===== config.mk =====
export PLATFORM = sky130hd
export DESIGN_NAME = tss_ram
export DESIGN_NICKNAME = d
export VERILOG_FILES = /design/src/rtl/tss_ram.sv
export SDC_FILE = /design/constraint.sdc
export NUM_CORES = 2
export LEC_CHECK = 0
export BUFFER_PORTS_ARGS = -buffer_cell sky130_fd_sc_hd__buf_2
export CAP_MARGIN = 20
export CORE_ASPECT_RATIO = 0.8
export CORE_MARGIN = 2
export CORE_UTILIZATION = 55
export DETAILED_ROUTE_END_ITERATION = 10
export PLACE_DENSITY = 0.71
export SYNTH_ARGS = -nofsm -noshare
export SYNTH_HDL_FRONTEND = slang
export SYNTH_SLANG_ARGS = --single-unit

===== constraint.sdc =====
create_clock -name i_clk -period 8.6 [get_ports i_clk]
set_input_delay 0.43 -clock i_clk [delete_from_list [all_inputs] [get_ports i_clk]]
set_output_delay 0.43 -clock i_clk [all_outputs]
set_load 0.05 [all_outputs]

===== src/rtl/tss_ram.sv =====
// tss_ram: generic single-write, single-read RAM with registered read data.
// No dependencies.
module tss_ram #(
    parameter int W = 64,
    parameter int D = 64
) (
    input  logic                                i_clk,
    input  logic                                i_we,
    input  logic [(D > 1 ? $clog2(D) : 1)-1:0]  i_waddr,
    input  logic [W-1:0]                        i_wdata,
    input  logic [(D > 1 ? $clog2(D) : 1)-1:0]  i_raddr,
    output logic [W-1:0]                        o_rdata
);
    logic [W-1:0] r_mem [D];
    logic [W-1:0] r_rdata;

    always_ff @(posedge i_clk) begin
        if (i_we)
            r_mem[i_waddr] <= i_wdata;
        r_rdata <= r_mem[i_raddr];
    end

    assign o_rdata = r_rdata;
endmodule


== Yosys cells after proc, flatten, opt, wreduce, memory -nomap -nowiden ==
Memory sizes are Yosys's and may differ from the RTL's. A register that Yosys moved wholly into a read port is not among the register bits.
Cells that the tools add are included.
Operators by class
  muxes and demuxes: 2
Operator list (number)
  1-bit 2-to-1 mux: 2
Word-level totals
  register bits after elaboration: 0
  bits in writable memories: 4096
  word-level logic and storage cells: 3
  memories: 1
Memory list
  r_mem: depth 64, width 64, read ports 1, clocked after memory_dff 1, wr ports 1, line 14  | logic [W-1:0] r_mem [D];

== Longest topological paths before layout ==
  depth in word-level cells: 2
  gate-level depth with buffers: 9
  mapped depth without buffers: 5

== Least setup slack after synthesis ==
Ideal clock, no wire load.
  path type: input to register
  start point: input i_waddr[3] (netlist bit)
  end point: memory r_mem[48][0], enable pin
  required time: 8036 ps
  library setup time: 564 ps
  arrival time: 5302 ps
  slack: 2734 ps
  stages: 4
  path through: clkbuf_1 > nor2b_1 > nand4b_1 > nor3_1
RTL lines
  from (decl): line 9  | input logic [(D > 1 ? $clog2(D) : 1)-1:0] i_waddr,
  to (decl): line 14
No word-level cell before the write port.

==> flow_metrics.env <==
export IMPL_end_kind="register"
export IMPL_clock_sinks=4160
export IMPL_arrival_ns=4.08
export IMPL_h_tree_depth=5
export IMPL_cts_root_buf="clkbuf_16"
export IMPL_drv_cap=0
export IMPL_worst_slew_pin_slew_ns=1.214
export IMPL_syn_inst=6598
export IMPL_ys_ff_latch=4160
export IMPL_synth_async_reset_ratio_pct=0
export IMPL_synth_cell_types=33
export IMPL_critPathTopFamily="buffers and inverters"
export IMPL_grt_met2_usage_pct=43.10
export IMPL_grt_use_met3_pct=6.320
export IMPL_post_cts_buffers=0
export IMPL_relSlewSlack_pct=19.05
export IMPL_syn_avg_cell_area_um2=23.70
export IMPL_syn_nets=6676
export IMPL_status="completed"
export IMPL_layout_common_cells="4096 x edfxtp_1, 1024 x mux4_2, 389 x clkbuf_16, 175 x buf_4, 168 x a22oi_1"
export IMPL_grt_max_degree=121
export IMPL_required_ns=9.36
export IMPL_cellLeakagePower_nw=54.74
export IMPL_die_height_um=480.9
export IMPL_grt_ovfl_total=0
export IMPL_nNetsFinal=7061
export IMPL_routabilityCongestion=0.8053
export IMPL_tns_ns=0
export IMPL_drt_total_wl_um=414700
export IMPL_yosysTopAreaCell="edfxtp_1"
export IMPL_layout_commonest_cell="edfxtp_1"
export IMPL_synth_top_area_share_pct=78.67
export IMPL_first_pass_iters=6
export IMPL_clock_fmax_ghz=0.3011
export IMPL_rows=175
export IMPL_dpl_hpwl_um=213100
export IMPL_synth_edff_count=4096
export IMPL_cts_buffers=384
export IMPL_dieArea_um2=288600
export IMPL_io_pins=142
export IMPL_crit_type="primary input to register"
export IMPL_vias=76550
export IMPL_path_buf_inv=2
export IMPL_fin_skew_ns=0.03447
export IMPL_cpPeakStageDelay_ns=0.76
export IMPL_synth_flop_cell="edfxtp_1"
export IMPL_rsz0062_at_grt="false"
export IMPL_portBuffers=141
export IMPL_die_x_um=600.1
export IMPL_top_usage_layer="met2"
export IMPL_period_needed_ns=3.321
export IMPL_grt_pass1_vias=74690
export IMPL_clkLatencyLatePin_ns=0.94
export IMPL_clockBufferDepth=4
export IMPL_finalMaxSlewViolations=0
export IMPL_fin_crit_sh_pct=38.62
export IMPL_hold_buffers=0
export IMPL_area_growth_pct=12.36
export IMPL_yosysWarnings=0
export IMPL_antenna_found_initial=42
export IMPL_ctsResizeCount=0
export IMPL_total_power_mw=42.00
export IMPL_syn_area_um2=156300
export IMPL_cts_tree="yes"
export IMPL_ant_nets=0
export IMPL_synth_area_top_cells="edfxtp_1 79%, mux4_2 15%, mux2i_1 0.86%, dfxtp_1 0.82%, a22oi_1 0.81%"
export IMPL_gr_usage_met1_pct=43.03
export IMPL_start_util_pct=55.14
export IMPL_wl_per_cell_um=37.32
export IMPL_power_density_nw_per_um2=239.1
export IMPL_hold_class="primary input to register"
export IMPL_drcViolationCount=0
export IMPL_via_per_inst=6.890
export IMPL_worstPathCellList="buf_12 -> buf_4 -> mux4_2 -> mux2i_1 -> o22ai_1 -> a31oi_1 -> a211oi_1"
export IMPL_path_clk_slew_ns=0.06
export IMPL_grt_pass1_wl_um=576900
export IMPL_crit_slowest_cell="buf_4"
export IMPL_path_max_fanout=91
export IMPL_final_hold_viol_count=0
export IMPL_track_usage_pct=28.82
export IMPL_synth_seq_area_share_pct=79.49
export IMPL_fill_cells=18520
export IMPL_coreArea_um2=283600
export IMPL_first_iter_violations=13120
export IMPL_layout_drive_gt1_share_pct=28.08
export IMPL_critical_path_startpoint_type="primary input"
export IMPL_ir_worst_vdd_mv=0.2322
export IMPL_setup_viol=0
==> cells by family after synthesis <==
logic type	count (synthesis)	share of synthesized area, %
AOI/OAI and AO/OA	504	2.477
buffers and inverters	389	1.180
DFF	4160	79.49
muxes	1159	15.61
and+or+nand+nor	386	1.240
==> where the power goes <==
| group | switching, mW | internal (mW) | total, mW |
|---|---|---|---|
| combinational | 1.31 | 0.706 | 2.02 |
| clock | 7.33 | 10.1 | 17.4 |
| sequential | 0.118 | 22.4 | 22.6 |
==> Yosys cell counts (2+ instances only) <==
cell type and count:
nor2_1 112, nor3_1 2, nand3_1 45, edfxtp_1 4096, a41oi_1 26, o22ai_1 83
or3_1 29, dfxtp_1 64, clkbuf_1 140, or2_2 28, buf_6 6, a211oi_1 63
a31oi_1 18, nand3b_1 2, mux4_2 1024, buf_1 20, a22oi_1 168, and3_1 64
nand2_1 58, inv_1 19, nand2b_1 11, buf_4 34, o221ai_1 38, nand4_1 2
mux2i_1 135, a2bb2oi_1 19, nor2b_1 28, buf_2 170, and2_1 3, a22o_1 88
==> sequential cells by signal, indices dropped and copies added, names as in the netlist <==
signal   cells
r_mem     4096
o_rdata     64
==> layout make-up <==
class / instances / area, µm² / share of cell area [%]
Clock buffer: 482 / 10260 / 5.842
Timing Repair Buffer: 369 / 2963 / 1.687
Inverter: 19 / 71.32 / 0.04060
Antenna cell: 15 / 37.54 / 0.02137
Multi-Input combinational cell: 2049 / 30770 / 17.52
Tap cell: 3805 / 4761 / 2.710
Clock inverter: 212 / 2529 / 1.439
Sequential cell: 4160 / 124300 / 70.74
==> path summary, 6_finish.rpt <==
kind	from	end	slack (ns)	cells past startpoint
hold / removal	i_wdata[46]	r_mem[61][46]$_DFFE_PP_	0.04	2
setup reg to reg	r_mem[61][1]$_DFFE_PP_	o_rdata[1]$_DFF_P_	5.97	5
hold reg to reg	r_mem[52][28]$_DFFE_PP_	o_rdata[28]$_DFF_P_	0.82	4
setup / recovery	i_raddr[0]	o_rdata[1]$_DFF_P_	5.28	7
==> layer usage <==
layer,vias up,part of all wire (%)
met4,16,3.5
met2,5369,46
met3,814,12
met1,41120,39
met5,-,0.036
li1,29240,-
==> through the flow <==
step	utilization [%]	area [µm²]	cells	worst slack (ns)	hold WS (ns)
5_1_grt	61.95	175700	11100	5.160	0.02092
6_report	61.96	175700	11110	5.279	0.04391
2_1_floorplan	-	156300	6598	2.734	0.5289
4_1_cts	61.76	175100	11060	5.400	0.04245
3_3_place_gp	57.24	162300	10370	4.436	0.8107
3_5_place_dp	57.25	162300	10370	4.423	0.8217
Note: power is estimated with default switching activity, not from simulation.
