===== src/rtl/tss_pkg.sv =====
// tss_pkg: shared beat types and Q16.16 helpers for the tridiagonal solver.
// No dependencies.
package tss_pkg;

    localparam int QW    = 32;   // Q16.16 word
    localparam int IDXW  = 6;    // row index on the result beat
    localparam int FRAC  = 16;
    localparam int PW    = 64;   // product width

    typedef struct packed {
        logic signed [QW-1:0] lower_coef;
        logic signed [QW-1:0] main_coef;
        logic signed [QW-1:0] upper_coef;
        logic signed [QW-1:0] rhs_value;
        logic                 last_row;
    } t_row_in;

    typedef struct packed {
        logic signed [QW-1:0] solution_value;
        logic [IDXW-1:0]      row_index;
        logic                 pivot_fault;
        logic                 last_result;
    } t_result;

    // divide by 2^16, truncating toward zero
    function automatic logic signed [PW-1:0] q_trunc(input logic signed [PW-1:0] p);
        logic signed [PW-1:0] adj;
        adj = p[PW-1] ? (p + PW'(65535)) : p;
        return adj >>> FRAC;
    endfunction

    function automatic logic signed [QW-1:0] sat32(input logic signed [PW-1:0] v);
        logic signed [PW-1:0] hi;
        logic signed [PW-1:0] lo;
        hi = 64'sh0000_0000_7FFF_FFFF;
        lo = -64'sh0000_0000_8000_0000;
        if (v > hi)
            return 32'sh7FFF_FFFF;
        else if (v < lo)
            return 32'sh8000_0000;
        else
            return v[QW-1:0];
    endfunction

endpackage


===== src/rtl/tss_div.sv =====
// tss_div: radix-2 restoring divider, sat32((num * 2^16) / den), toward zero.
// Depends on tss_pkg. 48 iterations, one quotient bit per cycle.
module tss_div
    import tss_pkg::*;
(
    input  logic                 i_clk,
    input  logic                 i_rst_n,
    input  logic                 i_start,
    input  logic signed [QW-1:0] i_num,
    input  logic signed [QW-1:0] i_den,
    output logic                 o_done,
    output logic signed [QW-1:0] o_quot
);
    localparam int DW = QW + FRAC;   // dividend bits

    logic          r_busy;
    logic          r_done;
    logic [5:0]    r_cnt;
    logic          r_neg;
    logic [QW-1:0] r_den;
    logic [QW-1:0] r_rem;
    logic [DW-1:0] r_quo;

    logic [QW:0]   num_ext;
    logic [QW:0]   den_ext;
    logic [QW:0]   num_mag;
    logic [QW:0]   den_mag;
    logic [QW:0]   shl;
    logic [QW+1:0] diff;
    logic          ge;
    logic signed [PW-1:0] mag64;

    assign num_ext = {i_num[QW-1], i_num};
    assign den_ext = {i_den[QW-1], i_den};
    assign num_mag = i_num[QW-1] ? -num_ext : num_ext;
    assign den_mag = i_den[QW-1] ? -den_ext : den_ext;

    assign shl  = {r_rem, r_quo[DW-1]};
    assign diff = {1'b0, shl} - {2'b00, r_den};
    assign ge   = !diff[QW+1];

    always_ff @(posedge i_clk) begin
        if (!i_rst_n) begin
            r_busy <= 1'b0;
            r_done <= 1'b0;
            r_cnt  <= '0;
        end else begin
            r_done <= 1'b0;
            if (i_start) begin
                r_busy <= 1'b1;
                r_cnt  <= '0;
            end else if (r_busy) begin
                r_cnt <= r_cnt + 6'd1;
                if (r_cnt == 6'(DW - 1)) begin
                    r_busy <= 1'b0;
                    r_done <= 1'b1;
                end
            end
        end
    end

    always_ff @(posedge i_clk) begin
        if (i_start) begin
            r_neg <= i_num[QW-1] ^ i_den[QW-1];
            r_den <= den_mag[QW-1:0];
            r_rem <= '0;
            r_quo <= {num_mag[QW-1:0], {FRAC{1'b0}}};
        end else if (r_busy) begin
            r_rem <= ge ? diff[QW-1:0] : shl[QW-1:0];
            r_quo <= {r_quo[DW-2:0], ge};
        end
    end

    assign mag64  = $signed({{(PW-DW){1'b0}}, r_quo});
    assign o_quot = sat32(r_neg ? -mag64 : mag64);
    assign o_done = r_done;
endmodule

===== config.mk =====
export PLATFORM = sky130hd
export DESIGN_NAME = tss_div
export DESIGN_NICKNAME = d
export VERILOG_FILES = /design/src/rtl/tss_pkg.sv /design/src/rtl/tss_div.sv
export SDC_FILE = /design/constraint.sdc
export NUM_CORES = 1
export LEC_CHECK = 0
export ABC_AREA = 1
export BUFFER_PORTS_ARGS = -buffer_cell sky130_fd_sc_hd__buf_2
export CORE_MARGIN = 4
export CORE_UTILIZATION = 61
export DETAILED_ROUTE_END_ITERATION = 6
export PLACE_DENSITY = 0.82
export REMOVE_ABC_BUFFERS = 1
export SYNTH_ARGS = -nofsm -noshare
export SYNTH_HDL_FRONTEND = slang
export SYNTH_SLANG_ARGS = --single-unit

===== constraint.sdc =====
create_clock -name i_clk -period 3 [get_ports i_clk]
set_input_delay 0.6 -clock i_clk [delete_from_list [all_inputs] [get_ports i_clk]]
set_output_delay 0.6 -clock i_clk [all_outputs]
set_load 0.02 [all_outputs]

After elaboration in Yosys (flattened, before gate mapping)
Index checks and enable logic that the tools add are counted.
{"block": "totals", "ff_bits": 121, "out_inout_bits": 33, "mem_bits_rw": 0, "inputBits": 67, "word_cells": 36, "rom_bits": 0, "latchBits": 0, "memories": 0}
{"block": "op_classes", "shift": 0, "multipliers": 0, "add_sub_neg": 5, "bitwise": 3, "div_mod_pow": 0, "n_mux": 12, "magnitude_cmp": 2, "reduce_logical": 4, "eq_ne": 1}
{"op": "2-to-1 mux 32 bit", "n": 4}
{"op": "2-to-1 mux 48 bit", "n": 2}
{"op": "greater-than comparator 64 x 32 -> 1 bit, second input constant", "n": 1}
{"op": "less-than comparator 64 x 32 -> 1 bit, second input constant", "n": 1}
{"op": "2-to-1 mux 64 bit", "n": 1}
{"op": "negation 32 bit", "n": 2}
{"op": "negation 48 -> 64 bit", "n": 1}
{"op": "subtractor 33 x 32 -> 34 bit", "n": 1}
{"op": "2-to-1 mux 31 bit", "n": 1}
{"op": "adder 6 x 1 -> 6 bit, second input constant", "n": 1}
{"op": "== test 6 bit, second input constant", "n": 1}
{"op": "2-to-1 mux 1 bit", "n": 4}
{"op": "OR reduction 3 bit", "n": 1}
{"op": "NOT 1 bit", "n": 2}
{"op": "nonzero test 2 bit", "n": 1}
{"op": "OR reduction 2 bit", "n": 1}
{"op": "zero test 1 bit", "n": 1}
{"op": "XOR 1 bit", "n": 1}

Depth between registers and ports, before layout
{"block": "depth", "word_depth": 5, "depth_mapped": 19, "ltp_nobuf": 18}

Least setup slack after synthesis
No wires, ideal clock.
{"block": "synth_timing", "path_type": "register to output", "start": "register r_quo[30]", "end": "output o_quot[10]", "required_time_ns": 2.400, "n_path_buf": 1, "path_stages_with_launch": 16, "arrival_time_ns": 1.958, "slack_ns": 0.442, "path_cell_list": "edfxtp_1 -> nor2_1 -> nand2_1 -> nor2_1 -> nand2_1 -> nor2_1 -> nand2_2 -> nand2_4 -> inv_2 -> a21oi_1 -> nand3_1 -> nor2_1 -> nand3_2 -> nand2_4 -> buf_8 -> nand2_1"}
{"block": "synth_between", "elab_chain_len": 5, "word_cells_on_any_way": 6, "cone_classes": "add/sub: 1; order compare: 2; mux: 3"}
{"item": "start: declaration", "line_no": "tss_div.sv:22", "text": "logic [DW-1:0] r_quo;"}
{"item": "start signal: assignment", "line_no": "tss_div.sv:67", "text": "r_quo <= {num_mag[QW-1:0], {FRAC{1'b0}}};"}
{"item": "start signal: assignment", "line_no": "tss_div.sv:70", "text": "r_quo <= {r_quo[DW-2:0], ge};"}
{"item": "negation 48 -> 64 bit", "line_no": "tss_div.sv:75", "text": "assign o_quot = sat32(r_neg ? -mag64 : mag64);"}
{"item": "2-to-1 mux 64 bit (*)", "line_no": "tss_div.sv:75"}
{"item": "less-than comparator 64 x 32 -> 1 bit", "line_no": "tss_pkg.sv:39", "text": "else if (v < lo)"}
{"item": "2-to-1 mux 32 bit", "line_no": "tss_pkg.sv:39"}
{"item": "2-to-1 mux 32 bit (*)", "line_no": "tss_pkg.sv:37", "text": "if (v > hi)"}
{"item": "end: declaration", "line_no": "tss_div.sv:12", "text": "output logic signed [QW-1:0] o_quot"}
Every way passes the cells marked *; elsewhere a longest branch is shown, timed or not.

Worst setup path in the final report
{"block": "layout_timing", "start": "register r_quo[16]", "end": "output o_quot[10]"}
The elaborated chain is that of the path after synthesis.

==> results.cfg <==
[cells_and_area]
layout.cells.non_filler = 1918
layout_commonest_cell = nand2_1
drive_gt1_share_pct = 21.28
mostFrequentLayoutCells = nand2_1 (388), inv_1 (171), nor2_1 (140), o21ai_0 (104)
area_growth_pct = 24.33
fin_area_um2 = 12480
final_nets = 1792

[global_route]
grtUsageTotal_pct = 32.76
antenna_found_initial = 1
grt_pass1_wl_um = 48820
grt_max_degree = 52
grt_pass1_vias = 10420
gr-total-overflow = 0

[placement]
io_buffers = 99
post-place-ws_ns = 0.001377
dpl.cell_count = 1855
hpwl_um = 22420
placed_area_um2 = 11090
gp_congestion = 1.014

[floorplanning]
dieHeight_um = 136.3
io_pins = 100
start_util_pct = 62.74
rows = 46
die-area_um2 = 18570
coreArea_um2 = 16000
die_w_um = 136.3

[detailed_routing]
vias = 11049
highest_layer = met4
wl_met2_um = 15240
viasPerCell = 5.761
postRouteAntennaNets = 0
routed_wl_um = 31560
drt-met1-wl_um = 12720
first_pass_iters = 7
drc = 0
route.met3.wl_um = 2460
post_drt_wl_per_cell_um = 16.45
drtIter0Drc = 1217

[hold_path]
hp-class = in -> reg

[logic_synthesis]
synth_area_leaders = edfxtp_1 (19%), nand2_1 (16%), dfxtp_1 (11%)
synth_flop_cell = edfxtp_1
syn_avg_cell_area_um2 = 6.591
yosysSeqAreaShare_pct = 30.61
ys_ff_latch = 121
synth_enable_flop_cells = 65
syn_inst = 1523
synth-async-reset-ratio_pct = 0
ys_warn_count = 0
synth_area_leader_cell = edfxtp_1
synthDistinctLibCells = 47
synth_top_cell_area_share_pct = 19.44
netlist_area_um2 = 10040

[timing]
setup_slack_ns = -0.5879
setup_viol = 31
drv_slew = 0
fmax_mhz = 278.7
period_needed_ns = 3.588
max-slew-margin-rel_pct = 23.83
worstMarginPinSlew_ns = 1.136
period_share_pct = 119.6
hold_ws_ns = 0.3621
finClkSkew_ns = 0.01541
rsz0062_at_grt = true
hold_viol = 0

[critical_path]
cp.required_ns = 2.40
cp.arrival_ns = 2.99
setup.worst_path.start_class = register
cp_max_fo = 7
critPathCaptureType = primary output
critical_path_class = reg -> out

[power_and_ir_drop]
p_total_mw = 5.384
p_leak_nw = 5.774
power_density_nw_per_um2 = 431.4
ir_worst_vdd_v = 0.0004055

[cts]
cts_tree = done
htreeDepth = 4
cts_buffers = 17
path_clk_slew_ns = 0.07
cts.hold.buffers_added = 0
clk_latency_ns = 0.43
clk_path_buf_depth = 2
cts-root-buf = clkbuf_16
cts_sinks = 121

[status]
violations = negative setup slack
run_status = finished, violations left

[job]
maxCapViolations = 0
## synthesized netlist by cell type, types with 12 or more instances
| master | number |
|---|---|
| a21oi_1 | 91 |
| o211ai_1 | 14 |
| nand2_1 | 426 |
| nand3_1 | 94 |
| nor2_2 | 12 |
| edfxtp_1 | 65 |
| inv_1 | 174 |
| nor3_1 | 24 |
| o22ai_1 | 31 |
| xnor2_1 | 28 |
| o21ai_0 | 104 |
| clkbuf_1 | 26 |
| ha_1 | 36 |
| xor2_1 | 49 |
| nor2_1 | 176 |
| nand4_1 | 13 |
| dfxtp_1 | 56 |
## worst max-delay path: stages, from the launching register on
cell	delay, ns
edfxtp_1	0.39
buf_4	0.16
nor2_4	0.09
nand2_1	0.14
nor2_1	0.22
nand3_1	0.12
nand2_2	0.13
nand3_1	0.10
nand2_1	0.09
nand2_1	0.05
nor2_1	0.11
nand3_1	0.09
nor2_2	0.13
nand2_2	0.10
nand2_8	0.13
clkbuf_16	0.16
nand2_1	0.07
nand2_1	0.11
buf_6	0.13
## path summary, 6_finish.rpt
path,from,endpoint,slack (ns),cells past startpoint
worst min-delay path,i_den[0],r_den[0],0.36,1
worst max register to register,r_quo[47],r_rem[30],0.22,13
worst max-delay path,r_quo[16],o_quot[10],-0.59,18
worst min register to register,r_rem[28],r_rem[28],0.47,2
## routing by layer
layer,track usage [%],up-vias
met3,5.885,114
li1,-,5353
met4,13.72,0
met2,55.04,542
met1,41.51,5040
met5,0,-
## registers in the layout (all words and copies together), names as in the netlist
register and count:
r_rem 32, r_den 32, r_neg 1, o_done 1, r_quo 48, r_cnt 6, r_busy 1
## kinds of logic after synthesis
group                      after synthesis  synth area share [%]
DFF                                    121                 30.61
and+or+nand+nor                        795                 34.14
buffers and inverters                  223                 8.999
adders and majority gates               37                 4.687
xor gates and xnor gates                77                 6.718
AOI/OAI and AO/OA                      270                 14.84
## area by class of cell
class / count / area [um2]
antenna: 1 / 2.502
clock buffer: 19 / 454.2
clock inverter: 13 / 107.6
fill: 1213 / 3520
inverter: 182 / 683.2
multi-input combinational: 1179 / 6409
sequential: 121 / 3075
tap: 216 / 270.3
timing repair buffer: 187 / 1479
## where the power goes
group	internal [mW]	switching (mW)	total [mW]
sequential	1.87	0.0709	1.94
combinational	0.578	0.896	1.47
clock	1.12	0.849	1.97
## timing repair
action / in CTS / in global routing
setup buffers: 17 / 10
pin swaps: 21 / 27
gates resized for setup: 110 / 62
endpoints found under the setup margin: 31 / 31
cloned: 1 / 2
## through the flow
stage	utilization (%)	setup TNS (ns)
CTS	75.92	-9.519
floorplan	-	-3.416
global placement	69.29	0
finish	78.00	-15.93
global route	78.00	-21.26
detailed placement	69.29	0
Power figures use the tool's default switching activity.
